File: src/rtl/mcad_ram.sv
// ----------------------------------------------------------------------------
// mcad_ram
// Simple dual-port RAM: one write port, one read port with registered data.
// ----------------------------------------------------------------------------
module mcad_ram #(
   parameter  int WIDTH = 32,
   parameter  int DEPTH = 64,
   localparam int AW    = (DEPTH > 1) ? $clog2(DEPTH) : 1
) (
   input  logic             clock,
   input  logic             wr_en,
   input  logic [AW-1:0]    wr_addr,
   input  logic [WIDTH-1:0] wr_data,
   input  logic             rd_en,
   input  logic [AW-1:0]    rd_addr,
   output logic [WIDTH-1:0] rd_data
);

   logic [WIDTH-1:0] mem_ff [DEPTH];
   logic [WIDTH-1:0] rd_data_ff;

   always_ff @(posedge clock) begin
      if (wr_en) begin
         mem_ff[wr_addr] <= wr_data;
      end
      if (rd_en) begin
         rd_data_ff <= mem_ff[rd_addr];
      end
   end

   assign rd_data = rd_data_ff;

endmodule

File: config.mk
export PLATFORM = sky130hd
export DESIGN_NAME = mcad_ram
export DESIGN_NICKNAME = d
export VERILOG_FILES = /design/src/rtl/mcad_ram.sv
export SDC_FILE = /design/constraint.sdc
export NUM_CORES = 2
export LEC_CHECK = 0
export BUFFER_PORTS_ARGS = -buffer_cell sky130_fd_sc_hd__buf_2
export CAP_MARGIN = 25
export CORE_UTILIZATION = 55
export CTS_CLUSTER_SIZE = 12
export DETAILED_ROUTE_END_ITERATION = 16
export GPL_ROUTABILITY_DRIVEN = 0
export GPL_TIMING_DRIVEN = 0
export PLACE_DENSITY = 0.71
export SLEW_MARGIN = 20
export SYNTH_ARGS = -nofsm -noshare
export SYNTH_HDL_FRONTEND = slang
export SYNTH_SLANG_ARGS = --single-unit
File: constraint.sdc
create_clock -name clock -period 4.35 [get_ports clock]
set_input_delay 0.2175 -clock clock [delete_from_list [all_inputs] [get_ports clock]]
set_output_delay 0.2175 -clock clock [all_outputs]
set_load 0.1 [all_outputs]
==> run_results.csv <==
group,metric,value,unit
run_status,outcome,"complete, no violations",
pwr,clock_power_share,39.1,%
sta,unrepaired_setup_endpoints_after_global_routing,"false",
critical_path,reg2reg_setup_slack,1.30,ns
routing,drt_iter0_markers,7830,
grt,grt_remaining_overflow,0,
placed_design,postPlaceCellArea,85500,um2
layout,drive_gt1_share,30.1,%
sta,max_clock_freq,0.259,GHz
clocking,worst_skew_pair.late_latency,0.85,ns
layout,num-fill-cells,8863,
grt,grt_max_degree,65,
grt,via_count_of_the_first_global_routing_pass,40336,
hold_path,hold_start,"wr_data[16]",
critical_path,timing.critical_path.cells,"buf_2, buf_2, buf_1, mux4_2, mux4_2, o22ai_1, nor2_1",
critical_path,r2r-start,"mem_ff[19][21]",
layout,area_growth,16.3,%
synth,post_synth_num_cell_types,33,
layout,post-route-util,64.6,%
layout,multi_input_comb_area,16000,um2
die,number_of_i_o_pins,79,
clocking,cts_max_path_buffers,3,
pwr,p_leak,0.0286,uW
synth,synthesis.area_per_instance,23.7,um2
sta,max_slew_margin,15.2,%
clocking,cts_tree,"done",
synth,register_bit_total_from_synthesis,2080,
die,core,142000,um2
clocking,clk_transition_reported_paths,0.06,ns
routing,ant_nets,0,
pwr,share_comb_of_total_power,6.4,%
placed_design,place.port_buffers,70,
synth,post_synthesis_instance_total,3324,
routing,detail_routed_net_length_per_standard_cell,42.1,um
grt,global_route.usage.total,33.9,%
sta,finalSetupTns,0,ns
critical_path,worst-r2r-cell-count,4,
layout,final_net_count,3837,
critical_path,cp-start-kind,"input port",
routing,via_per_inst,7.16,
sta,clock-skew-final,0.0418,ns
clocking,numClockSinks,2080,
hold_path,hp-class,"in -> reg",
sta,finalHoldWorstSlack,0.0240,ns
synth,post_synth_fa_ha_maj_area_fraction,0,%
placed_design,hpwlAfterDp,157000,um
grt,initial_antenna_violation_count,17,
layout,layoutNonFillerInstCount,5784,
synth,combinational_family_with_the_most_area_after_synthesis,"multiplexers",
hold_path,worst_hold_path.endpoint,"mem_ff[19][16]",
die,horizontal_die_dimension,381,um
clocking,post_cts_resized,0,
critical_path,critical_path_arrival,4.34,ns
die,initial_core_util,55.5,%
clocking,hold_buffers,20,
sta,slew_violations,0,
layout,ff_latch_area,62500,um2
pwr,seq_power_share,54.4,%
clocking,num_cts_buffers,202,
critical_path,cp_max_fo,10,
hold_path,min_delay_path_depth,1,
critical_path,crit_path_max_incr_delay,0.97,ns
pwr,pwr_density_cell,446,nW/um2
sta,fin_crit_sh,88.7,%
layout,finalInstanceArea,91700,um2
pwr,irDropWorstVdd,462,uV
routing,number_of_search_and_repair_iterations_in_the_first_detailed_routing_pass,6,
synth,netlist_area_before_placement,78800,um2
sta,final_period_minus_worst_setup_slack,3.86,ns
critical_path,timing_worst_setup_path_type,"in -> reg",
critical_path,critPathRequiredTime,4.83,ns
clocking,post_cts_buffers,0,
synth,synthesis.nets,3371,
synth,synth-warning-count,0,
clocking,cts_root_buffer,"sky130_fd_sc_hd__clkbuf_16",
critical_path,timing.critical_path.to_type,"flop",
sta,timing_worst_slew_pin_value,1.27,ns
routing,vias,41395,
sta,hold_violations,0,
synth,seq_area_frac_synth,79.2,%
placed_design,dp.cells,5437,
synth,synthXorXnorAreaFrac,0,%
die,die_outline_area,145000,um2
critical_path,critical_path.reg2reg.endpoint,"rd_data[21]",
grt,grt_pass1_wl,330000,um
routing,route.detailed.drc,0,
clocking,ctsHtreeMaxLevel,4,
die,die_height,381,um
pwr,internal_power,31800,uW
flow_run,cap_viol_max_count,0,
die,site_row_count,138,
critical_path,critical_path.slowest_cell,"sky130_fd_sc_hd__o22ai_1",
synth,synth-compound-area-share,1.67,%
pwr,sw_frac_of_total,22.4,%
routing,total_wire_length,243000,um
synth,synth_mux_area_share,16.7,%
pwr,p_switching,9150,uW
synth,synth-simple-area-share,1.26,%
sta,report.final.setup_viol,0,
==> cell type report <==
cell class	instances	area share (%)
well taps	1890	2.58
flip-flops and latches	2080	68.1
diodes	9	0.0246
clock buffers	250	5.85
plain buffers	182	0.980
multi-input cells	1062	17.4
repair buffers	262	4.63
clock inverters	49	0.423
==> kinds of logic (layout without fill, tap and decap cells) <==
logic type / Yosys count / count (layout)
AO/OA/AOI/OAI: 202 / 202
buffers and inverters: 182 / 743
flip-flops: 2080 / 2080
multiplexers: 637 / 637
other: 0 / 9
AND/OR/NAND/NOR: 223 / 223
==> critical path: cells and delay by family <==
family	cells	cell delay [ns]
simple gates	1	0.29
compound gates	1	0.97
mux	2	0.91
buf+inv	3	1.90
==> flip-flops by register name, indices dropped and copies added (netlist names) <==
register and cells:
mem_ff 2048, rd_data 32
==> cell usage in the layout, fill, tap and decap left out, types with 7 or more instances in the layout <==
cell type,instances
sky130_fd_sc_hd__buf_16,72
sky130_fd_sc_hd__a311oi_1,8
sky130_fd_sc_hd__mux2i_1,93
sky130_fd_sc_hd__buf_2,105
sky130_fd_sc_hd__mux4_2,544
sky130_fd_sc_hd__buf_6,15
sky130_fd_sc_hd__clkbuf_2,10
sky130_fd_sc_hd__clkbuf_16,208
sky130_fd_sc_hd__buf_1,21
sky130_fd_sc_hd__o22ai_1,84
sky130_fd_sc_hd__nor2_4,62
sky130_fd_sc_hd__clkbuf_1,106
sky130_fd_sc_hd__clkinv_1,30
sky130_fd_sc_hd__buf_8,7
sky130_fd_sc_hd__a22oi_1,12
sky130_fd_sc_hd__buf_12,63
sky130_fd_sc_hd__nand2b_1,8
sky130_fd_sc_hd__nor2b_1,15
sky130_fd_sc_hd__edfxtp_1,2080
sky130_fd_sc_hd__nand2_1,26
sky130_fd_sc_hd__buf_4,56
sky130_fd_sc_hd__o221ai_1,27
sky130_fd_sc_hd__dlygate4sd3_1,31
sky130_fd_sc_hd__a21oi_1,61
sky130_fd_sc_hd__nor2_1,75
sky130_fd_sc_hd__diode_2,9
==> worst max-delay path by stage <==
stage | startpoint | to | slack, ns
6_report | rd_addr[1] | rd_data[21] | 0.49
5_1_grt | rd_addr[1] | rd_data[15] | 0.65
4_1_cts | rd_addr[1] | rd_data[6] | 0.71
3_5_place_dp | rd_addr[1] | rd_data[6] | -0.18
3_3_place_gp | wr_en | mem_ff[49][16] | -2.41
2_1_floorplan | wr_addr[3] | mem_ff[48][0] | 0.97
==> per-layer routing <==
| layer | GRT usage (%) | part of all wire, % |
|---|---|---|
| met1 | 45.5 | 33 |
| met2 | 49.9 | 45 |
| met3 | 10.8 | 16 |
| met4 | 18.6 | 6.3 |
| met5 | 0 | 0.041 |
==> synthesized netlist by cell type <==
master | count | area, um2
sky130_fd_sc_hd__a21oi_1 | 62 | 310
sky130_fd_sc_hd__a22oi_1 | 12 | 90.1
sky130_fd_sc_hd__a311oi_1 | 8 | 70.1
sky130_fd_sc_hd__a31oi_1 | 1 | 6.26
sky130_fd_sc_hd__a41o_1 | 4 | 40.0
sky130_fd_sc_hd__and2_1 | 2 | 12.5
sky130_fd_sc_hd__and3_1 | 4 | 25.0
sky130_fd_sc_hd__buf_1 | 21 | 78.8
sky130_fd_sc_hd__buf_2 | 57 | 285
sky130_fd_sc_hd__buf_4 | 25 | 188
sky130_fd_sc_hd__buf_6 | 5 | 56.3
sky130_fd_sc_hd__clkbuf_1 | 74 | 278
sky130_fd_sc_hd__edfxtp_1 | 2080 | 62500
sky130_fd_sc_hd__mux2i_1 | 93 | 931
sky130_fd_sc_hd__mux4_2 | 544 | 12300
sky130_fd_sc_hd__nand2_1 | 26 | 97.6
sky130_fd_sc_hd__nand2b_1 | 8 | 50.1
sky130_fd_sc_hd__nand3_1 | 5 | 25.0
sky130_fd_sc_hd__nand3b_1 | 5 | 37.5
sky130_fd_sc_hd__nand4_1 | 2 | 12.5
sky130_fd_sc_hd__nand4b_1 | 1 | 8.76
sky130_fd_sc_hd__nor2_1 | 137 | 514
sky130_fd_sc_hd__nor2b_1 | 15 | 93.8
sky130_fd_sc_hd__nor3_1 | 7 | 35.0
sky130_fd_sc_hd__o221ai_1 | 27 | 236
sky130_fd_sc_hd__o22ai_1 | 84 | 526
sky130_fd_sc_hd__o32ai_1 | 4 | 35.0
sky130_fd_sc_hd__or2_0 | 1 | 6.26
sky130_fd_sc_hd__or2_1 | 1 | 6.26
sky130_fd_sc_hd__or2_2 | 1 | 6.26
sky130_fd_sc_hd__or3_1 | 3 | 18.8
sky130_fd_sc_hd__or3b_1 | 2 | 17.5
sky130_fd_sc_hd__or3b_2 | 3 | 26.3
==> metrics by stage <==
step / setup slack (ns) / power, uW
finish: 0.490 / 40900
global route: 0.645 / 41700
CTS: 0.710 / 40900
detailed placement: -0.181 / 25200
global placement: -2.41 / 25100
floorplan: 0.973 / 24000
==> power by group through the flow <==
stage	Sequential, uW	Combinational (uW)	Clock, uW
3_5_place_dp	22700	2510	0
6_report	22300	2630	16000
5_1_grt	22300	2660	16700
4_1_cts	22300	2550	16000
2_1_floorplan	22900	1080	0
3_3_place_gp	22700	2360	0
Note: power is estimated with default switching activity, not from simulation.
