--- config.mk ---
export PLATFORM = sky130hd
export DESIGN_NAME = mcad_queue
export DESIGN_NICKNAME = d
export VERILOG_FILES = /design/src/rtl/mcad_pkg.sv /design/src/rtl/mcad_queue.sv
export SDC_FILE = /design/constraint.sdc
export NUM_CORES = 1
export LEC_CHECK = 0
export BUFFER_PORTS_ARGS = -buffer_cell sky130_fd_sc_hd__buf_2
export CORE_MARGIN = 1.5
export CORE_UTILIZATION = 40
export DETAILED_ROUTE_END_ITERATION = 10
export GPL_TIMING_DRIVEN = 0
export PLACE_DENSITY = 0.64
export RECOVER_POWER = 25
export SYNTH_ARGS = -nofsm -noshare
export SYNTH_HDL_FRONTEND = slang
export SYNTH_SLANG_ARGS = --single-unit
--- constraint.sdc ---
create_clock -name clock -period 4.4 [get_ports clock]
set_input_delay 0.88 -clock clock [delete_from_list [all_inputs] [get_ports clock]]
set_output_delay 0.88 -clock clock [all_outputs]
set_load 0.05 [all_outputs]
--- src/rtl/mcad_pkg.sv ---
// ----------------------------------------------------------------------------
// mcad_pkg
// Shared widths, codes, register indexes and types of the delay line.
// ----------------------------------------------------------------------------
package mcad_pkg;

   localparam int SAMPLE_W   = 32;
   localparam int TAG_W      = 16;
   localparam int RATE_W     = 20;
   localparam int MCHAN_W    = 8;
   localparam int CHAN_W     = 3;
   localparam int STATUS_W   = 2;
   localparam int CC_W       = 4;
   localparam int DLEN_W     = 13;
   localparam int XRATE_W    = 19;
   localparam int CSR_IDX_W  = 2;
   localparam int CSR_DATA_W = 19;
   localparam int FILL_W     = 7;

   localparam int MAX_CHANNELS_DEF = 8;
   localparam int MAX_DELAY_DEF    = 4096;
   localparam int MAX_MESSAGE_DEF  = 64;

   // messages held between front and back
   localparam int JOB_LIMIT = 2;
   localparam int JOB_CNT_W = $clog2(JOB_LIMIT + 1);

   localparam logic [SAMPLE_W-2:0] UNIT_MAGNITUDE = 31'h3F80_0000;

   localparam logic [CC_W-1:0]    CHANNEL_COUNT_RESET = 4'd2;
   localparam logic [DLEN_W-1:0]  DELAY_LENGTH_RESET  = 13'd480;
   localparam logic [XRATE_W-1:0] EXPECTED_RATE_RESET = 19'd48000;

   localparam logic [CSR_IDX_W-1:0] REG_CHANNEL_COUNT = 2'd0;
   localparam logic [CSR_IDX_W-1:0] REG_DELAY_LENGTH  = 2'd1;
   localparam logic [CSR_IDX_W-1:0] REG_EXPECTED_RATE = 2'd2;

   typedef enum logic [STATUS_W-1:0] {
      ST_SAMPLE     = 2'd0,
      ST_BAD_SAMPLE = 2'd1,
      ST_FORMAT     = 2'd2,
      ST_LENGTH     = 2'd3
   } status_type;

   typedef struct packed {
      logic [CC_W-1:0]    channel_count;
      logic [DLEN_W-1:0]  delay_length;
      logic [XRATE_W-1:0] expected_rate;
   } cfg_type;

   typedef struct packed {
      status_type        code;
      logic [FILL_W-1:0] fill;
      logic [TAG_W-1:0]  tag;
      logic              bank;
   } job_type;

   typedef struct packed {
      logic full;
      logic empty;
   } queue_status_type;

endpackage

--- src/rtl/mcad_queue.sv ---
// ----------------------------------------------------------------------------
// mcad_queue
// Small FIFO of checked messages between the front and the back.
// ----------------------------------------------------------------------------
module mcad_queue import mcad_pkg::*; #(
   parameter  int DEPTH = JOB_LIMIT,
   localparam int PTR_W = (DEPTH > 1) ? $clog2(DEPTH) : 1,
   localparam int CNT_W = $clog2(DEPTH + 1)
) (
   input  logic             clock,
   input  logic             reset,
   input  logic             push,
   input  job_type          push_job,
   input  logic             pop,
   output job_type          head_job,
   output queue_status_type status
);

   job_type          entry_ff [DEPTH];
   logic [PTR_W-1:0] wr_ptr_ff, wr_ptr_in;
   logic [PTR_W-1:0] rd_ptr_ff, rd_ptr_in;
   logic [CNT_W-1:0] count_ff, count_in;
   logic             do_push, do_pop;

   always_comb begin
      do_push   = push && !status.full;
      do_pop    = pop && !status.empty;
      wr_ptr_in = wr_ptr_ff;
      rd_ptr_in = rd_ptr_ff;
      count_in  = count_ff;
      if (do_push) begin
         wr_ptr_in = (int'(wr_ptr_ff) == DEPTH - 1) ? '0 : wr_ptr_ff + PTR_W'(1);
      end
      if (do_pop) begin
         rd_ptr_in = (int'(rd_ptr_ff) == DEPTH - 1) ? '0 : rd_ptr_ff + PTR_W'(1);
      end
      if (do_push && !do_pop) begin
         count_in = count_ff + CNT_W'(1);
      end else if (!do_push && do_pop) begin
         count_in = count_ff - CNT_W'(1);
      end
   end

   always_ff @(posedge clock) begin
      if (reset) begin
         wr_ptr_ff <= '0;
         rd_ptr_ff <= '0;
         count_ff  <= '0;
      end else begin
         wr_ptr_ff <= wr_ptr_in;
         rd_ptr_ff <= rd_ptr_in;
         count_ff  <= count_in;
      end
   end

   always_ff @(posedge clock) begin
      if (do_push) begin
         entry_ff[wr_ptr_ff] <= push_job;
      end
   end

   assign head_job     = entry_ff[rd_ptr_ff];
   assign status.full  = (int'(count_ff) == DEPTH);
   assign status.empty = (count_ff == '0);

endmodule

==> impl_metrics.yaml, run 1 <==
yosys:
  syn_avg_cell_area_um2: 19.71
  syn-cell-area_um2: 2090
  synth-seq-cells: 57
  synth_top_area_share: 0.7473
  synth_nets: 137
  yosysTopAreaCell: "edfxtp_1"
  synth_cell_type_count: 14
  yosys_warnings: 0
  synthTopCellsByArea: "edfxtp_1 75%, mux2_2 14%, dfxtp_1 4.8%"
  synth-seq-area-share: 0.7952
  postSynthCellCount: 106
grt:
  grtUsageTotal: 0.1284
  first_global_vias: 1098
  grt_overflow: 0
  grt_max_degree: 27
  grt_antenna_before_repair: 0
  grt_pass1_wl_um: 4905
sta:
  slew_headroom: 0.2063
  finalSetupTns_ns: 0
  worst_pin_slew_ns: 1.190
  setup_viol: 0
  fmax_ghz: 0.3887
  min_period_ns: 2.572
  finClkSkew_ns: 0.005457
  finalHoldViolCount: 0
  slew_viol_final: 0
  period_share: 0.5846
  rsz0062_at_grt: "no"
clock_network:
  clock-root-buffer: "clkbuf_8"
  clkTransAtPathRegs_ns: 0.06
  h-tree-depth: 3
  cts_setup_buffers: 0
  post_cts_resize_count: 0
  clk_latency_ns: 0.32
  cts.sinks: 57
  hold_buffers: 0
  cts_buffer_depth: 2
  cts_buffers: 9
  cts_tree: "done"
place:
  gp_congestion: 0.6354
  hpwlAfterDp_um: 2184
  numPortBuffers: 57
setup_path:
  cp.required_ns: 3.52
  startpoint_type: "register"
  worstPathMaxFanout: 10
  r2r_slack_ns: 2.39
  rr_startpoint: "count_ff[0]"
  r2r_cells: 3
  crit_type: "register to output port"
  critPathArrivalTime_ns: 1.69
  end_kind: "output port"
  reg2reg_to: "entry_ff[1][18]"
power:
  pwr-share-comb: 0.360
  p_per_area_nw_per_um2: 683.3
  p_int_mw: 1.126
  p_leak_nw: 1.013
  power_mw: 1.805
  p_switching_mw: 0.6784
  power.share.switching: 0.3759
  p_seq_frac: 0.394
  pwr-share-clk: 0.246
  vdd_drop_max_mv: 0.3837
floorplan:
  row_count: 26
  start_util: 0.4117
  fp.dieH_um: 75.28
  die_width_um: 75.28
  core_area_um2: 5075
  die_area_um2: 5666
  pin_count: 58
detailed_routing:
  route.vias.total: 1120
  drt-total-wl_um: 3417
  wire_per_inst_um: 13.72
  drtIter0Drc: 55
  drtPass1Iterations: 2
  ant_nets: 0
  vias_per_cell: 4.498
  drc: 0
hold_path:
  hold_depth: 2
  hold_start: "rd_ptr_ff"
  hp-class: "register to register"
cells_and_area:
  area_delta_synth_final_pct: 26.41
  drive_above_1_share: 0.5531
  fin_nets: 205
  diodes: 0
  final.fill_count: 456
outcome:
  status: "completed"
run:
  maxCapViolCount: 0
-- through the flow --
stage / worst slack, ns / instance area (µm²) / hold slack (ns) / cells / utilization
after floorplan: 2.215 / 2090 / 0.4516 / 106 / -
after global placement: 1.861 / 2462 / 0.4638 / 233 / 0.4852
after detailed placement: 1.788 / 2462 / 0.4936 / 233 / 0.4852
after CTS: 1.759 / 2641 / 0.5047 / 249 / 0.5205
after global routing: 1.710 / 2641 / 0.5231 / 249 / 0.5205
final: 1.828 / 2641 / 0.5089 / 249 / 0.5205
-- cell usage in the layout, fill, tap and decap left out --
master,Yosys,routed
buf_2,2,59
edfxtp_1,52,52
mux2_2,26,26
clkbuf_8,0,9
nor2_1,5,5
dfxtp_1,5,5
o21ai_0,3,3
xor2_1,3,3
clkbuf_1,0,3
inv_1,2,2
or3_1,2,2
a21oi_1,2,2
clkinv_2,0,2
nor2b_2,1,1
buf_4,1,1
and2_1,1,1
ha_1,1,1
bufinv_16,0,1
clkinv_1,0,1
-- synthesized netlist by cell type --
master and number:
a21oi_1 2, and2_1 1, buf_2 2, buf_4 1, dfxtp_1 5, edfxtp_1 52, ha_1 1, inv_1 2
mux2_2 26, nor2_1 5, nor2b_2 1, o21ai_0 3, or3_1 2, xor2_1 3
-- how the worst max path moves through the flow --
stage          slack [ns]         endpoint
2_1_floorplan        2.22   entry_ff[0][0]
3_3_place_gp         1.86   entry_ff[0][1]
3_5_place_dp         1.79  entry_ff[0][11]
4_1_cts              1.76     head_job[23]
5_1_grt              1.71     head_job[23]
6_report             1.83     head_job[23]
-- area by class of cell --
type,count,area (µm²),share of cell area
plain buffers,3,17.52,0.006632
multi-input cells,44,402.9,0.1525
clock buffers,12,135.1,0.05116
flip-flops and latches,57,1662,0.6291
well taps,70,87.58,0.03316
repair buffers,57,285.3,0.1080
inverters,2,7.507,0.002842
clock inverters,4,43.79,0.01658
-- logic make-up after synthesis --
| kind of cell | Yosys count | synth area share |
|---|---|---|
| DFF | 57 | 0.7952 |
| muxes | 26 | 0.1401 |
| and+or+nand+nor | 9 | 0.02216 |
| AOI/OAI and AO/OA | 5 | 0.01197 |
| buffers and inverters | 5 | 0.01198 |
| xor gates and xnor gates | 3 | 0.01258 |
| adders and majority gates | 1 | 0.005987 |
-- power groups by stage --
stage | Combinational (mW) | Sequential (mW) | Clock [mW]
6_report | 0.650 | 0.710 | 0.444
3_5_place_dp | 0.656 | 0.723 | 0
5_1_grt | 0.688 | 0.718 | 0.486
4_1_cts | 0.660 | 0.711 | 0.461
2_1_floorplan | 0.526 | 0.713 | 0
3_3_place_gp | 0.646 | 0.717 | 0
-- routing by layer --
layer  track usage  up-vias  wire length [µm]
li1              -      546                 -
met1        0.1311      524              1428
met2        0.2075       41              1676
met3       0.05756        9               228
met4       0.09524        0                84
met5             0        -                 0
-- registers in the layout, summed over array words and instances (netlist names), named ones only --
register and count:
rd_ptr_ff 1, wr_ptr_ff 1, count_ff 2, entry_ff 52
-- critical path, stage by stage (launching register included) --
cell     delay [ns]
dfxtp_1        0.30
buf_2          0.20
buf_2          0.29
mux2_2         0.37
buf_2          0.22
Note: power is estimated with default switching activity, not from simulation.
==> inputs of run 2 (changes only) <==
--- a/config.mk
+++ b/config.mk
@@ -5,12 +5,13 @@
 export SDC_FILE = /design/constraint.sdc
 export NUM_CORES = 1
 export LEC_CHECK = 0
+export ABC_AREA = 1
 export BUFFER_PORTS_ARGS = -buffer_cell sky130_fd_sc_hd__buf_2
 export CORE_MARGIN = 1.5
 export CORE_UTILIZATION = 40
 export DETAILED_ROUTE_END_ITERATION = 10
 export GPL_TIMING_DRIVEN = 0
-export PLACE_DENSITY = 0.64
+export PLACE_DENSITY = 0.66
 export RECOVER_POWER = 25
 export SYNTH_ARGS = -nofsm -noshare
 export SYNTH_HDL_FRONTEND = slang
==> constraint.sdc (replaced) <==
create_clock -name clock -period 2.35 [get_ports clock]
set_input_delay 0.47 -clock clock [delete_from_list [all_inputs] [get_ports clock]]
set_output_delay 0.47 -clock clock [all_outputs]
set_load 0.05 [all_outputs]
==> impl_metrics.yaml, run 2 <==
cells_and_area:
  fin_area_um2: 2813
  largestRegisters: "entry_ff x52, count_ff x2"
  final_cells: 265
  area_delta_synth_final_pct: 25.94
  regMostFlops: "entry_ff"
  final_cell_mix: "52 x edfxtp_1, 49 x buf_2, 20 x mux2_4, 11 x clkbuf_1, 9 x clkbuf_8"
  drive_above_1_share: 0.5078
  diodes: 0
  largest_reg_flops: 52
  fin_nets: 219
  final_common_cell: "edfxtp_1"
power:
  p_per_area_nw_per_um2: 1222
  p_seq_frac: 0.391
  pwr-share-comb: 0.369
  vdd_drop_max_mv: 0.5448
  power.share.switching: 0.3640
  p_leak_nw: 1.112
  p_switching_mw: 1.251
  p_int_mw: 2.185
  pwr-share-clk: 0.241
clock_network:
  cts.sinks: 57
  clk_latency_ns: 0.32
  cts_setup_buffers: 0
  h-tree-depth: 3
  clock-root-buffer: "clkbuf_8"
  post_cts_resize_count: 0
  hold_buffers: 0
  cts_tree: "done"
  cts_buffers: 9
  clkTransAtPathRegs_ns: 0.06
  cts_buffer_depth: 2
grt:
  grt_max_degree: 15
  first_global_vias: 1221
  grt_pass1_wl_um: 5430
  grtUsageTotal: 0.1266
  grt_overflow: 0
  grt_antenna_before_repair: 0
sta:
  period_share: 0.8215
  setup_viol: 0
  finClkSkew_ns: 0.006562
  finalSetupTns_ns: 0
  fmax_ghz: 0.5180
  finalHoldViolCount: 0
  min_period_ns: 1.931
  worst_pin_slew_ns: 0.7398
  rsz0062_at_grt: "no"
  slew_viol_final: 0
  slew_headroom: 0.5062
yosys:
  yosysMostFrequentCell: "edfxtp_1"
  synth-edff-count: 52
  synth_top_area_share: 0.6992
  synth_commonest_cells: "52 x edfxtp_1, 20 x mux2_4, 9 x nor2_1, 8 x inv_1, 6 x mux2_2"
  syn_avg_cell_area_um2: 18.93
  yosys_warnings: 0
  syn-cell-area_um2: 2233
  synthFlopType: "edfxtp_1"
  synth_cell_type_count: 18
  synth_nets: 149
  postSynthCellCount: 118
  synthTopCellsByArea: "edfxtp_1 70%, mux2_4 13%, dfxtp_1 4.5%"
  synth-seq-cells: 57
  synthArstFlopShare: 0
  synth-seq-area-share: 0.7440
  yosysTopAreaCell: "edfxtp_1"
detailed_routing:
  routed.top_layer: "met4"
  dr_wl_met2_um: 1892
  met3_length_um: 209
  drtPass1Iterations: 4
  vias_per_cell: 4.543
  drt-total-wl_um: 3584
  drc: 0
  drtIter0Drc: 45
  ant_nets: 0
  route.vias.total: 1204
  wire_per_inst_um: 13.52
  met1Wirelength_um: 1375
setup_path:
  cp_slowest_cell: "dfxtp_1"
  critPathArrivalTime_ns: 1.46
  end_kind: "output port"
  path_cells: "buf_6 > buf_12 > mux2_4 > buf_2"
  cp_slowest_stage_delay_ns: 0.32
  cp.required_ns: 1.88
  worstPathMaxFanout: 10
  crit_type: "register to output port"
  startpoint_type: "register"
floorplan:
  row_count: 27
  die_width_um: 77.72
  start_util: 0.4106
  fp.dieH_um: 77.72
  die_area_um2: 6040
  core_area_um2: 5439
  pin_count: 58
place:
  numPortBuffers: 57
  placed_cells: 249
  gp_congestion: 0.7645
  hpwlAfterDp_um: 2609
  placed_area_um2: 2644
hold_path:
  hp-class: "input pin to register"
outcome:
  status: "completed"
run:
  maxCapViolCount: 0
## run 2: cell types whose count changed in the layout (fill, tap and decap cells not counted), sizes merged, moves of 2 or more
| cell | delta |
|---|---|
| nand2 | +4 |
| nor2 | +4 |
| o21ai | +2 |
| or3 | -2 |
| inv | +7 |
| buf | -6 |
| clkbuf | +8 |
| xor2 | -3 |
## run 2: logic make-up after synthesis
group | share of synthesized area
flip-flops | 0.7440
adder cells (fa/ha/maj) | 0.005601
multiplexers | 0.1647
AO/OA/AOI/OAI | 0.01680
buffers and inverters | 0.03809
AND/OR/NAND/NOR | 0.03081
## run 2: final timing paths
path                start  slack [ns]              end  depth (start not counted)
min          push_job[20]        0.33  entry_ff[0][20]                          1
max reg2reg   count_ff[0]        0.60   entry_ff[0][7]                          3
max              register        0.42     head_job[10]                          4
min reg2reg     wr_ptr_ff        0.53        wr_ptr_ff                          2
## run 2: stage by stage
stage	setup WS, ns	util	total power, mW	hold slack, ns
global placement	-0.3502	0.4796	2.585	0.4875
finish	0.4194	0.5171	3.436	0.3342
detailed placement	0.5512	0.4861	2.646	0.5237
global route	0.3439	0.5171	3.573	0.3138
floorplan	0.2948	-	2.379	0.4755
CTS	0.3810	0.5190	3.479	0.3149
## run 2: area by class of cell
class,instances,area [µm²]
fillers,465,2626
flip-flops and latches,57,1662
multi-input cells,49,491.7
repair buffers,59,305.3
clock buffers,12,135.1
well taps,72,90.09
plain buffers,3,51.30
clock inverters,4,43.79
inverters,9,33.78
## run 2: power by group through the flow
stage	sequential, mW	clock (mW)	combinational (mW)
finish	1.34	0.826	1.27
global route	1.36	0.885	1.33
CTS	1.34	0.853	1.28
detailed placement	1.36	0	1.28
global placement	1.36	0	1.22
floorplan	1.35	0	1.03
## run 2: critical path: cells and delay by family, from the launching register on
kind	cells	cell delay [ns]
buf+inv	3	0.51
flops	1	0.32
mux	1	0.30
## run 2: layer usage
| metal | GRT usage | up-vias |
|---|---|---|
| li1 | - | 576 |
| met1 | 0.1210 | 572 |
| met2 | 0.2209 | 42 |
| met3 | 0.05412 | 14 |
| met4 | 0.08000 | 0 |
| met5 | 0 | - |
